<file path="src/rtl/lfid_pkg.sv">
// Package for the lowest-free ID allocator: widths, codes and defaults.
`default_nettype none

package lfid_pkg;

    localparam int IDW = 11;
    localparam int OPW = 2;
    localparam int STW = 2;

    localparam int MAX_IDS_DEF       = 1024;
    localparam int MAP_WORD_BITS_DEF = 64;

    typedef enum logic [OPW-1:0] {
        OP_ALLOC   = 2'd0,
        OP_RELEASE = 2'd1,
        OP_QUERY   = 2'd2,
        OP_PRESET  = 2'd3
    } t_op;

    typedef enum logic [STW-1:0] {
        ST_OK       = 2'd0,
        ST_FULL     = 2'd1,
        ST_NOT_LIVE = 2'd2
    } t_status;

    typedef enum logic [1:0] {
        S_IDLE,
        S_SLOT,
        S_READ,
        S_CALC
    } t_state;

endpackage

`default_nettype wire

</file>
<file path="src/rtl/lfid_ram.sv">
// Freed-ID bitmap memory: one write port, one registered read port.
`default_nettype none

module lfid_ram #(
    parameter int DEPTH = 16,
    parameter int AW    = 4,
    parameter int DW    = 64
) (
    input  wire logic          i_clk,
    input  wire logic          i_we,
    input  wire logic [AW-1:0] i_waddr,
    input  wire logic [DW-1:0] i_wdata,
    input  wire logic          i_re,
    input  wire logic [AW-1:0] i_raddr,
    output logic      [DW-1:0] o_rdata
);

    logic [DW-1:0] r_mem [DEPTH];
    logic [DW-1:0] r_rdata;

    always_ff @(posedge i_clk) begin
        if (i_we) begin
            r_mem[i_waddr] <= i_wdata;
        end
    end

    always_ff @(posedge i_clk) begin
        if (i_re) begin
            r_rdata <= r_mem[i_raddr];
        end
    end

    assign o_rdata = r_rdata;

endmodule

`default_nettype wire

</file>
<file path="src/rtl/lowest_free_id_allocator.sv">
// Top level of the lowest-free ID allocator.
//
// Input channel (i_valid/o_ready) carries one command item: allocate, release,
// query or preset. Every item yields exactly one result item on the output
// channel (o_valid/i_ready): issued ID, fresh flag, query answer, status and
// the live count after the command.
// A configuration write (i_cfg_valid/o_cfg_ready) sets zero-based numbering;
// write it only while no item is in flight.
// An accepted item passes through slot computation, one read of the freed bitmap
// memory, then the modify and write-back step, which loads the output register.
// The input reopens the cycle after that step, so only one item is in flight at
// a time, as each item does a read-modify-write of the single bitmap memory.
// The result sits in an output register, so the next item is accepted while
// a result waits; if the receiver stalls, the following item waits in its
// final step until the output register frees.
// Synchronous active-low reset clears the count, high-water mark, summary bits
// and mode; the bitmap words need no clearing, the summary bits mask them.
`default_nettype none

module lowest_free_id_allocator #(
    parameter int MAX_IDS       = lfid_pkg::MAX_IDS_DEF,
    parameter int MAP_WORD_BITS = lfid_pkg::MAP_WORD_BITS_DEF
) (
    input  wire logic                     i_clk,
    input  wire logic                     i_rst_n,
    input  wire logic                     i_cfg_valid,
    output logic                          o_cfg_ready,
    input  wire logic                     i_cfg_data,
    input  wire logic                     i_valid,
    output logic                          o_ready,
    input  wire logic [lfid_pkg::OPW-1:0] i_op,
    input  wire logic [lfid_pkg::IDW-1:0] i_target_id,
    input  wire logic [lfid_pkg::IDW-1:0] i_preset_count,
    output logic                          o_valid,
    input  wire logic                     i_ready,
    output logic [lfid_pkg::IDW-1:0]      o_issued_id,
    output logic                          o_fresh,
    output logic                          o_is_live,
    output logic [lfid_pkg::STW-1:0]      o_status,
    output logic [lfid_pkg::IDW-1:0]      o_live_count
);

    localparam int IDW    = lfid_pkg::IDW;
    localparam int W      = MAP_WORD_BITS;
    localparam int NWORDS = (MAX_IDS + W - 1) / W;
    localparam int AW     = (NWORDS > 1) ? $clog2(NWORDS) : 1;
    localparam int BW     = $clog2(W);
    localparam int CW     = $clog2(MAX_IDS + 1);
    localparam int SW     = (CW > IDW) ? CW : IDW;
    localparam int SLW    = $clog2(NWORDS * W);
    localparam int EW     = ((SW > SLW) ? SW : SLW) + 1;
    localparam int RK     = IDW + BW;
    localparam int RM     = ((1 << RK) + W - 1) / W;
    localparam int PW     = IDW + RK + 1;
    localparam int SUMW   = 1 << AW;

    lfid_pkg::t_state  r_state, n_state;
    lfid_pkg::t_op     r_op;
    logic [IDW-1:0]    r_tid;
    logic [IDW-1:0]    r_pc;
    logic              r_zb;
    logic [CW-1:0]     r_count;
    logic [CW-1:0]     r_mark;
    logic [SUMW-1:0]   r_summary;
    logic [AW-1:0]     r_word;
    logic [BW-1:0]     r_bit;
    logic              r_in_range;
    logic              r_hit;

    logic              r_out_valid;
    logic [IDW-1:0]    r_issued;
    logic              r_fresh;
    logic              r_live;
    lfid_pkg::t_status r_status;
    logic [IDW-1:0]    r_live_cnt;

    // slot stage
    logic              below;
    logic [IDW-1:0]    slot_s;
    logic [PW-1:0]     prod;
    logic [IDW-1:0]    quot;
    logic [IDW-1:0]    rem;
    logic              in_range;
    logic [AW-1:0]     low_w;
    logic              any_freed;

    // modify stage
    logic [W-1:0]      rdata;
    logic [W-1:0]      word_v;
    logic [BW-1:0]     low_b;
    logic [W-1:0]      bit_mask;
    logic              freed_bit;
    logic              live;
    logic              calc_fire;
    logic              mem_we;
    logic [W-1:0]      mem_wdata;
    logic [EW-1:0]     reuse_slot;
    logic [EW-1:0]     issue_ext;
    logic [CW-1:0]     n_count;
    logic [CW-1:0]     n_mark;
    logic [SUMW-1:0]   n_summary;
    logic              n_fresh;
    logic              n_live;
    lfid_pkg::t_status n_status;
    logic [SW-1:0]     pc_sat;

    assign o_cfg_ready = 1'b1;
    assign o_ready     = (r_state == lfid_pkg::S_IDLE);
    assign calc_fire   = (r_state == lfid_pkg::S_CALC) && (!r_out_valid || i_ready);

    always_comb begin
        below    = (r_tid == '0) && !r_zb;
        slot_s   = r_tid - IDW'(!r_zb);
        prod     = PW'(slot_s) * PW'(RM);
        quot     = IDW'(prod >> RK);
        rem      = slot_s - IDW'(quot * IDW'(W));
        in_range = !below && (SW'(slot_s) < SW'(r_mark)) && (SW'(slot_s) < SW'(MAX_IDS));
    end

    always_comb begin
        low_w = '0;
        for (int i = NWORDS - 1; i >= 0; i--) begin
            if (r_summary[i]) begin
                low_w = AW'(i);
            end
        end
        any_freed = |r_summary;
    end

    lfid_ram #(
        .DEPTH (NWORDS),
        .AW    (AW),
        .DW    (W)
    ) u_ram (
        .i_clk   (i_clk),
        .i_we    (mem_we),
        .i_waddr (r_word),
        .i_wdata (mem_wdata),
        .i_re    (r_state == lfid_pkg::S_READ),
        .i_raddr (r_word),
        .o_rdata (rdata)
    );

    always_comb begin
        word_v = r_summary[r_word] ? rdata : '0;
        low_b  = '0;
        for (int i = W - 1; i >= 0; i--) begin
            if (word_v[i]) begin
                low_b = BW'(i);
            end
        end
    end

    always_comb begin
        bit_mask   = '0;
        freed_bit  = 1'b0;
        live       = 1'b0;
        mem_we     = 1'b0;
        mem_wdata  = word_v;
        reuse_slot = '0;
        issue_ext  = '0;
        n_count    = r_count;
        n_mark     = r_mark;
        n_summary  = r_summary;
        n_fresh    = 1'b0;
        n_live     = 1'b0;
        n_status   = lfid_pkg::ST_OK;
        pc_sat     = SW'(r_pc);
        if (SW'(r_pc) > SW'(MAX_IDS)) begin
            pc_sat = SW'(MAX_IDS);
        end
        unique case (r_op)
            lfid_pkg::OP_ALLOC: begin
                bit_mask   = W'(1) << low_b;
                reuse_slot = EW'(r_word) * EW'(W) + EW'(low_b);
                if (r_hit) begin
                    mem_we              = calc_fire;
                    mem_wdata           = word_v & ~bit_mask;
                    n_summary[r_word]   = |(word_v & ~bit_mask);
                    n_count             = r_count + CW'(1);
                    issue_ext           = reuse_slot + EW'(!r_zb);
                end else if (SW'(r_mark) < SW'(MAX_IDS)) begin
                    issue_ext = EW'(r_mark) + EW'(!r_zb);
                    n_mark    = r_mark + CW'(1);
                    n_count   = r_count + CW'(1);
                    n_fresh   = 1'b1;
                end else begin
                    n_status = lfid_pkg::ST_FULL;
                end
            end
            lfid_pkg::OP_RELEASE: begin
                bit_mask  = W'(1) << r_bit;
                freed_bit = |(word_v & bit_mask);
                live      = r_in_range && !freed_bit;
                if (live) begin
                    mem_we            = calc_fire;
                    mem_wdata         = word_v | bit_mask;
                    n_summary[r_word] = 1'b1;
                    if (r_count != '0) begin
                        n_count = r_count - CW'(1);
                    end
                end else begin
                    n_status = lfid_pkg::ST_NOT_LIVE;
                end
            end
            lfid_pkg::OP_QUERY: begin
                bit_mask  = W'(1) << r_bit;
                freed_bit = |(word_v & bit_mask);
                live      = r_in_range && !freed_bit;
                n_live    = live;
            end
            lfid_pkg::OP_PRESET: begin
                n_summary = '0;
                n_count   = CW'(pc_sat);
                n_mark    = CW'(pc_sat);
            end
            default: begin
                n_status = lfid_pkg::ST_OK;
            end
        endcase
    end

    always_comb begin
        n_state = r_state;
        unique case (r_state)
            lfid_pkg::S_IDLE: begin
                if (i_valid) begin
                    n_state = lfid_pkg::S_SLOT;
                end
            end
            lfid_pkg::S_SLOT: n_state = lfid_pkg::S_READ;
            lfid_pkg::S_READ: n_state = lfid_pkg::S_CALC;
            lfid_pkg::S_CALC: begin
                if (calc_fire) begin
                    n_state = lfid_pkg::S_IDLE;
                end
            end
            default: n_state = lfid_pkg::S_IDLE;
        endcase
    end

    always_ff @(posedge i_clk) begin
        if (!i_rst_n) begin
            r_state <= lfid_pkg::S_IDLE;
        end else begin
            r_state <= n_state;
        end
    end

    always_ff @(posedge i_clk) begin
        if (!i_rst_n) begin
            r_zb        <= 1'b0;
            r_count     <= '0;
            r_mark      <= '0;
            r_summary   <= '0;
            r_out_valid <= 1'b0;
        end else begin
            if (i_cfg_valid) begin
                r_zb <= i_cfg_data;
            end
            if (calc_fire) begin
                r_count     <= n_count;
                r_mark      <= n_mark;
                r_summary   <= n_summary;
                r_out_valid <= 1'b1;
            end else if (i_ready) begin
                r_out_valid <= 1'b0;
            end
        end
    end

    always_ff @(posedge i_clk) begin
        if (o_ready && i_valid) begin
            r_op  <= lfid_pkg::t_op'(i_op);
            r_tid <= i_target_id;
            r_pc  <= i_preset_count;
        end
        if (r_state == lfid_pkg::S_SLOT) begin
            r_word     <= (r_op == lfid_pkg::OP_ALLOC) ? low_w : AW'(quot);
            r_bit      <= rem[BW-1:0];
            r_in_range <= in_range;
            r_hit      <= any_freed;
        end
        if (calc_fire) begin
            r_issued   <= IDW'(issue_ext);
            r_fresh    <= n_fresh;
            r_live     <= n_live;
            r_status   <= n_status;
            r_live_cnt <= IDW'(SW'(n_count));
        end
    end

    assign o_valid      = r_out_valid;
    assign o_issued_id  = r_issued;
    assign o_fresh      = r_fresh;
    assign o_is_live    = r_live;
    assign o_status     = r_status;
    assign o_live_count = r_live_cnt;

endmodule

`default_nettype wire

</file>
<file path="config.mk">
export PLATFORM = sky130hd
export DESIGN_NAME = lowest_free_id_allocator
export DESIGN_NICKNAME = d
export VERILOG_FILES = /design/src/rtl/lfid_pkg.sv /design/src/rtl/lfid_ram.sv /design/src/rtl/lowest_free_id_allocator.sv
export SDC_FILE = /design/constraint.sdc
export NUM_CORES = 2
export LEC_CHECK = 0
export ABC_CLOCK_PERIOD_IN_PS = 9300
export BUFFER_PORTS_ARGS = -buffer_cell sky130_fd_sc_hd__buf_2
export CORE_MARGIN = 3
export CORE_UTILIZATION = 57
export CTS_CLUSTER_SIZE = 16
export DETAILED_ROUTE_END_ITERATION = 7
export PLACE_DENSITY = 0.76
export SYNTH_ARGS = -nofsm -noshare
export SYNTH_HDL_FRONTEND = slang
export SYNTH_SLANG_ARGS = --single-unit
</file>
<file path="constraint.sdc">
create_clock -name i_clk -period 9.3 [get_ports i_clk]
set_clock_uncertainty 0.15 [all_clocks]
set_input_delay 1.86 -clock i_clk [delete_from_list [all_inputs] [get_ports i_clk]]
set_output_delay 1.86 -clock i_clk [all_outputs]
set_load 0.02 [all_outputs]
</file>
# Yosys cells after proc, flatten, opt, wreduce, memory -nomap -nowiden

Memories as Yosys holds them, arrays and structs flattened. A register that Yosys moved wholly into a read port is not among the register bits.
Index checks and enable logic that the tools add are counted.
Widths: inputs -> output; s select.

$add $sub $neg: 8
$lt $le $gt $ge: 6
Eq/ne operators: 12
Shift operators: 2
Multiplexer cells: 119
Bitwise logic cells: 6
Reductions and logical operators: 26

Operators with widths:

| kind                  | number |
|---|---|
| $mux 6                | 64 |
| $mux 64               | 3 |
| $and 64x64->64        | 2 |
| $pmux 64 s2           | 1 |
| $reduce_or 64->1      | 2 |
| $shl 1x6->64 const A  | 2 |
| $mux 11               | 9 |
| $mux 4                | 17 |
| $not 64->64           | 1 |
| $or 64x64->64         | 1 |
| $pmux 16 s3           | 1 |
| $pmux 11 s3           | 1 |
| $mux 16               | 2 |
| $add 11x1->11         | 2 |
| $add 11x1->11 const B | 2 |
| $lt 11x11->1 const B  | 2 |
| $pmux 11 s2           | 1 |
| $bwmux 16             | 1 |
| $or 16x16->16         | 1 |
| $reduce_or 16->1      | 1 |
| $ne 2x2->1 const B    | 6 |
| $add 10x6->11         | 1 |
| $gt 11x11->1 const B  | 1 |
| $logic_not 11->1      | 1 |
| other kinds (26)      | 54 |

Register bits: 104
Memory bits (writable): 1024
Bits of input ports: 30
Output and inout bits: 29
Logic and storage cells: 198
Memories kept: 1

Memory list:

| memory      | words | width | rd ports | clocked after memory_dff | wr ports | RTL line       | RTL |
|---|---|---|---|---|---|---|---|
| u_ram.r_mem | 16    | 64    | 1        | 1                        | 1        | lfid_ram.sv:18 | `logic [DW-1:0] r_mem [DEPTH];` |

# Logic depth before layout (Yosys ltp)

Depth in word-level cells: 74
Mapped depth: 18
Mapped depth without buffers: 16

# Cells and area by module

Synthesis repeated with hierarchy kept, for this count alone.

Cell total of the unflattened synthesis: 2970
Area, all modules: 50129.3 µm²

By module, submodules not included:

| module                   | instances | cells each | area an instance (µm²) | seq. area each (µm²) |
|---|---|---|---|---|
| lfid_ram                 | 1         | 1647       | 40222.3                | 32671.3 |
| lowest_free_id_allocator | 1         | 1323       | 9907.0                 | 2702.6 |

# Least setup slack after synthesis

No wires, ideal clock.

Path kind: register to register
From: register r_bit[1]
To: memory u_ram.r_mem[8][0] (enable)
Setup time: 644 ps
Arrival: 9103 ps
Data required time: 8506 ps
Setup slack: -597 ps
Cell stages (with the launch flop): 17
Path buffers: 5
Period minus slack after synthesis: 9897 ps
Path through: edfxtp_1 buf_2 and3b_1 clkbuf_1 and3_1 nor4_1 o2111ai_1 or3_1 o41ai_1 and2_1 clkbuf_1 buf_2 nor2_1 nor2_1 nand2_1 clkbuf_1 nor4_1

Word-level cells in the longest chain between the ends: 9

RTL lines:

| element                      | RTL line                        | RTL |
|---|---|---|
| start: declaration           | lowest_free_id_allocator.sv:66  | `logic [BW-1:0] r_bit;` |
| start signal: assignment     | lowest_free_id_allocator.sv:280 | `r_bit <= rem[BW-1:0];` |
| $shl 1x6->64                 | lowest_free_id_allocator.sv:192 | `bit_mask = W'(1) << r_bit;` |
| $and 64x64->64               | lowest_free_id_allocator.sv:193 | `freed_bit = \|(word_v & bit_mask);` |
| $reduce_or 64->1             | lowest_free_id_allocator.sv:193 |  |
| $logic_not 1->1              | lowest_free_id_allocator.sv:194 | `live = r_in_range && !freed_bit;` |
| $logic_and 1x1->1            | lowest_free_id_allocator.sv:194 |  |
| $mux 1                       | lowest_free_id_allocator.sv:195 | `if (live) begin` |
| $pmux 1 s2                   | lowest_free_id_allocator.sv:172 | `unique case (r_op)` |
| $mux 1                       | lfid_ram.sv:22                  | `if (i_we) begin` |
| $mux 1 (not written as such) | lfid_ram.sv:23                  | `r_mem[i_waddr] <= i_wdata;` |
| end: declaration             | lfid_ram.sv:18                  |  |

No other way between the ends.

# Worst setup path in the final report

From: register r_bit[5]
To: memory u_ram.r_mem[5][20] (enable)

Same word-level chain as after synthesis.

==> run_results.csv <==
group,metric,value,unit
synthesis,synth.cell_area,50600,sq um
clock_network,root_buffer,"clkbuf_16",
setup_path,critPathBufInv,2,
placement,gp_congestion,0.980,
synthesis,syn-mean-instance-area,17.7,sq um
synthesis,yosys_warnings,0,
clock_network,htreeDepth,3,
synthesis,yosysTopAreaCellShare,0.683,
floorplan,die_w,304,um
synthesis,yosysTopAreaCell,"edfxtp_1",
floorplan,num_rows,108,
drt,ant_nets,0,
layout,area_growth,10.6,%
drt,wl_per_cell,36.6,um
timing,layout_worst_path_cycle_share,0.724,
setup_path,cp.arrival,6.92,ns
drt,routed.top_layer,"met5",
clock_network,cts_tree,"yes",
placement,dpl.hpwl,92000,um
power,combPwrFrac,0.253,
clock_network,clk_path_buf_depth,3,
clock_network,clk_pin_slew_worst_paths,0.06,ns
synthesis,async_flop_share,0,
setup_path,startpoint_type,"flip-flop",
clock_network,post-cts-setup-buffers,0,
setup_path,required,9.49,ns
global_routing,grt_max_degree,147,
setup_path,cp_slowest_cell,"edfxtp_1",
run_status,status,"finished clean",
setup_path,slowest_delay,0.99,ns
timing,fmax,0.148,GHz
global_routing,grt-ovfl-total,0,
timing,setup_tns,0,ns
flow_run,drv_cap,0,
clock_network,post_cts_resized,0,
power,sw_frac_of_total,0.314,
timing,whs,0.396,ns
timing,setup_viol,0,
timing,relSlewSlack,0.0266,
global_routing,grt_pass1_wl,222000,um
floorplan,dieArea,92400,sq um
layout,fin_nets,2979,
clock_network,cts_inserted_buffers,113,
timing,worstMarginPinSlew,1.45,ns
synthesis,netlist_top_cells_area,"edfxtp_1 68%, mux4_2 14%, dfxtp_1 1.7%",
hold_path,hp-class,"reg2reg",
drt,drc_errors,0,
power,seq_power_share,0.454,
global_routing,antenna_found_initial,8,
synthesis,synth_seq_area_share,0.699,
power,power.switching,4.85,mW
layout,nFillCells,5717,
drt,wl_met3,15400,um
drt,vias,30300,
drt,drt_first_pass_iters,6,
floorplan,io_pins,59,
floorplan,core,87400,sq um
global_routing,grt_pass1_vias,30400,
global_routing,grt_usage,0.332,
drt,drt_iter0_markers,4160,
timing,hold_viol_final,0,
clock_network,clock-sinks,1192,
timing,drv_slew,0,
power,p_int,10.6,mW
synthesis,syn_inst,2861,
synthesis,synth_nets,2913,
power,p_clk_frac,0.293,
setup_path,cp_top_family,"simple AND/OR/NAND/NOR gates",
timing,rsz0062_at_grt,"false",
power,p_leak,17.7,nW
layout,drive_gt1_frac,0.225,
timing,finalCriticalPeriod,6.73,ns
setup_path,crit_path_max_fanout,34,
placement,port_buffers,57,
power,peakVddDrop,0.000236,V
synthesis,synth_edf_count,1150,
clock_network,insertion_delay,0.72,ns
synthesis,synth_cell_types,92,
power,power.density,276,nW/um^2
drt,finalWirelength,153000,um
floorplan,die_height,304,um
synthesis,synthFlopType,"edfxtp_1",
synthesis,ys_seq_elements,1192,
floorplan,start_util,0.579,
setup_path,end_kind,"flip-flop",
drt,wl_met2,73500,um
setup_path,cp_cell_sequence,"mux2_2 > and3_1 > nor4_1 > o2111ai_1 > or3_1 > o41ai_1 > and2_1 > nor2_1 > nor2_1 > nand2_1 > nor3_2 > buf_4 > buf_4",
drt,viasPerCell,7.26,
clock_network,postCtsHoldBufs,0,
setup_path,crit_type,"reg2reg",
drt,m1WireLength,56100,um
-- cells in the final DEF (no fill, tap or decap), drive strengths merged, types with 35 or more instances in the layout --
cell type and n:
a21oi 75, a31oi 35, a32o 41, and3 38, buf 138, clkbuf 145, clkinv 46, dfxtp 42
edfxtp 1150, inv 51, mux4 322, nand2 125, nand3 80, nor2 125, nor3 56, nor4 39
o21ai 93
-- per-layer routing --
| metal | up-vias | global-route usage |
|---|---|---|
| met5 | - | 0 |
| li1 | 12000 | - |
| met2 | 2167 | 0.529 |
| met4 | 4 | 0.144 |
| met1 | 15700 | 0.445 |
| met3 | 472 | 0.0753 |
-- synthesized netlist by cell type (all sizes together) (7+ instances only) --
| cell type | count |
|---|---|
| a22oi | 23 |
| clkbuf | 125 |
| o21a | 12 |
| nand2b | 17 |
| nand2 | 125 |
| edfxtp | 1150 |
| a21oi | 75 |
| nor4 | 39 |
| o21ai | 93 |
| a32o | 41 |
| o211ai | 7 |
| dfxtp | 42 |
| a31oi | 35 |
| nand3 | 80 |
| a211oi | 13 |
| buf | 62 |
| xor2 | 10 |
| nand4 | 30 |
| a2111oi | 7 |
| mux2i | 10 |
| nor2b | 26 |
| and2 | 12 |
| nor2 | 125 |
| nor4b | 7 |
| or2 | 8 |
| or4 | 11 |
| nor3 | 56 |
| ha | 22 |
| inv | 51 |
| xnor2 | 18 |
| a21boi | 8 |
| mux4 | 322 |
| and3 | 38 |
| mux2 | 12 |
| o31ai | 14 |
| a22o | 10 |
| o21bai | 7 |
-- sequential cells by signal, summed over array words and instances, names as in the netlist, 2 cells and up, named ones only --
name,flops
r_op,2
r_state,2
o_live_count,11
r_count,11
r_mark,11
u_ram.r_mem,1024
o_status,2
u_ram.o_rdata,64
r_pc,11
r_word,4
o_issued_id,11
r_bit,6
r_tid,11
-- through the flow --
stage | std cells | area, sq um | power, mW | utilization | worst slack, ns
finish | 4172 | 55900 | 15.4 | 0.640 | 2.57
CTS | 4169 | 55900 | 15.4 | 0.640 | 2.68
global route | 4169 | 55900 | 15.9 | 0.640 | 2.33
global placement | 3966 | 52300 | 10.8 | 0.599 | 2.68
floorplan | 2861 | 50600 | 9.43 | - | 1.11
detailed placement | 3967 | 52300 | 10.9 | 0.599 | 2.64
-- tightest hold or removal path: cells and delay by family, from the launching register on --
kind / cells / cell delay [ns]
flip-flops: 1 / 0.34
AND/OR/NAND/NOR: 2 / 0.16
-- power by group through the flow --
stage | registers (mW) | logic, mW | clock network [mW]
6_report | 7.00 | 3.91 | 4.52
5_1_grt | 6.98 | 4.13 | 4.77
4_1_cts | 6.96 | 3.89 | 4.57
3_5_place_dp | 7.07 | 3.84 | 0
3_3_place_gp | 7.07 | 3.77 | 0
2_1_floorplan | 6.77 | 2.66 | 0
-- layout make-up --
class	instances	area (sq um)	area share
Clock buffer	145	3020	0.0540
Clock inverter	57	572	0.0102
Inverter	51	191	0.00342
Sequential cell	1192	35400	0.632
Antenna cell	3	7.51	0.000134
Tap cell	1155	1450	0.0258
Multi-Input combinational cell	1431	14400	0.257
Timing Repair Buffer	138	960	0.0172
-- path summary, 6_finish.rpt --
kind / slack, ns / to / start / depth (start not counted)
worst max-delay path: 2.57 / u_ram.r_mem[5][20] / r_bit[5] / 13
worst min-delay path: 0.40 / r_state[0] / r_state[0] / 2
worst max register to register: 2.57 / u_ram.r_mem[5][20] / r_bit[5] / 13
worst min register to register: 0.40 / r_state[0] / r_state[0] / 2
-- cells by family (layout without fill, tap and decap cells) --
logic type | after synthesis | after routing | share of synthesized area
flip-flops | 1192 | 1192 | 0.699
AND/OR/NAND/NOR | 601 | 601 | 0.0616
AO/OA/AOI/OAI | 435 | 435 | 0.0615
multiplexers | 344 | 344 | 0.148
buffers and inverters | 238 | 391 | 0.0193
XOR/XNOR | 28 | 28 | 0.00485
adder cells (fa/ha/maj) | 22 | 22 | 0.00544
other | 1 | 4 | 0.0000741
(Power assumes the default switching activity.)
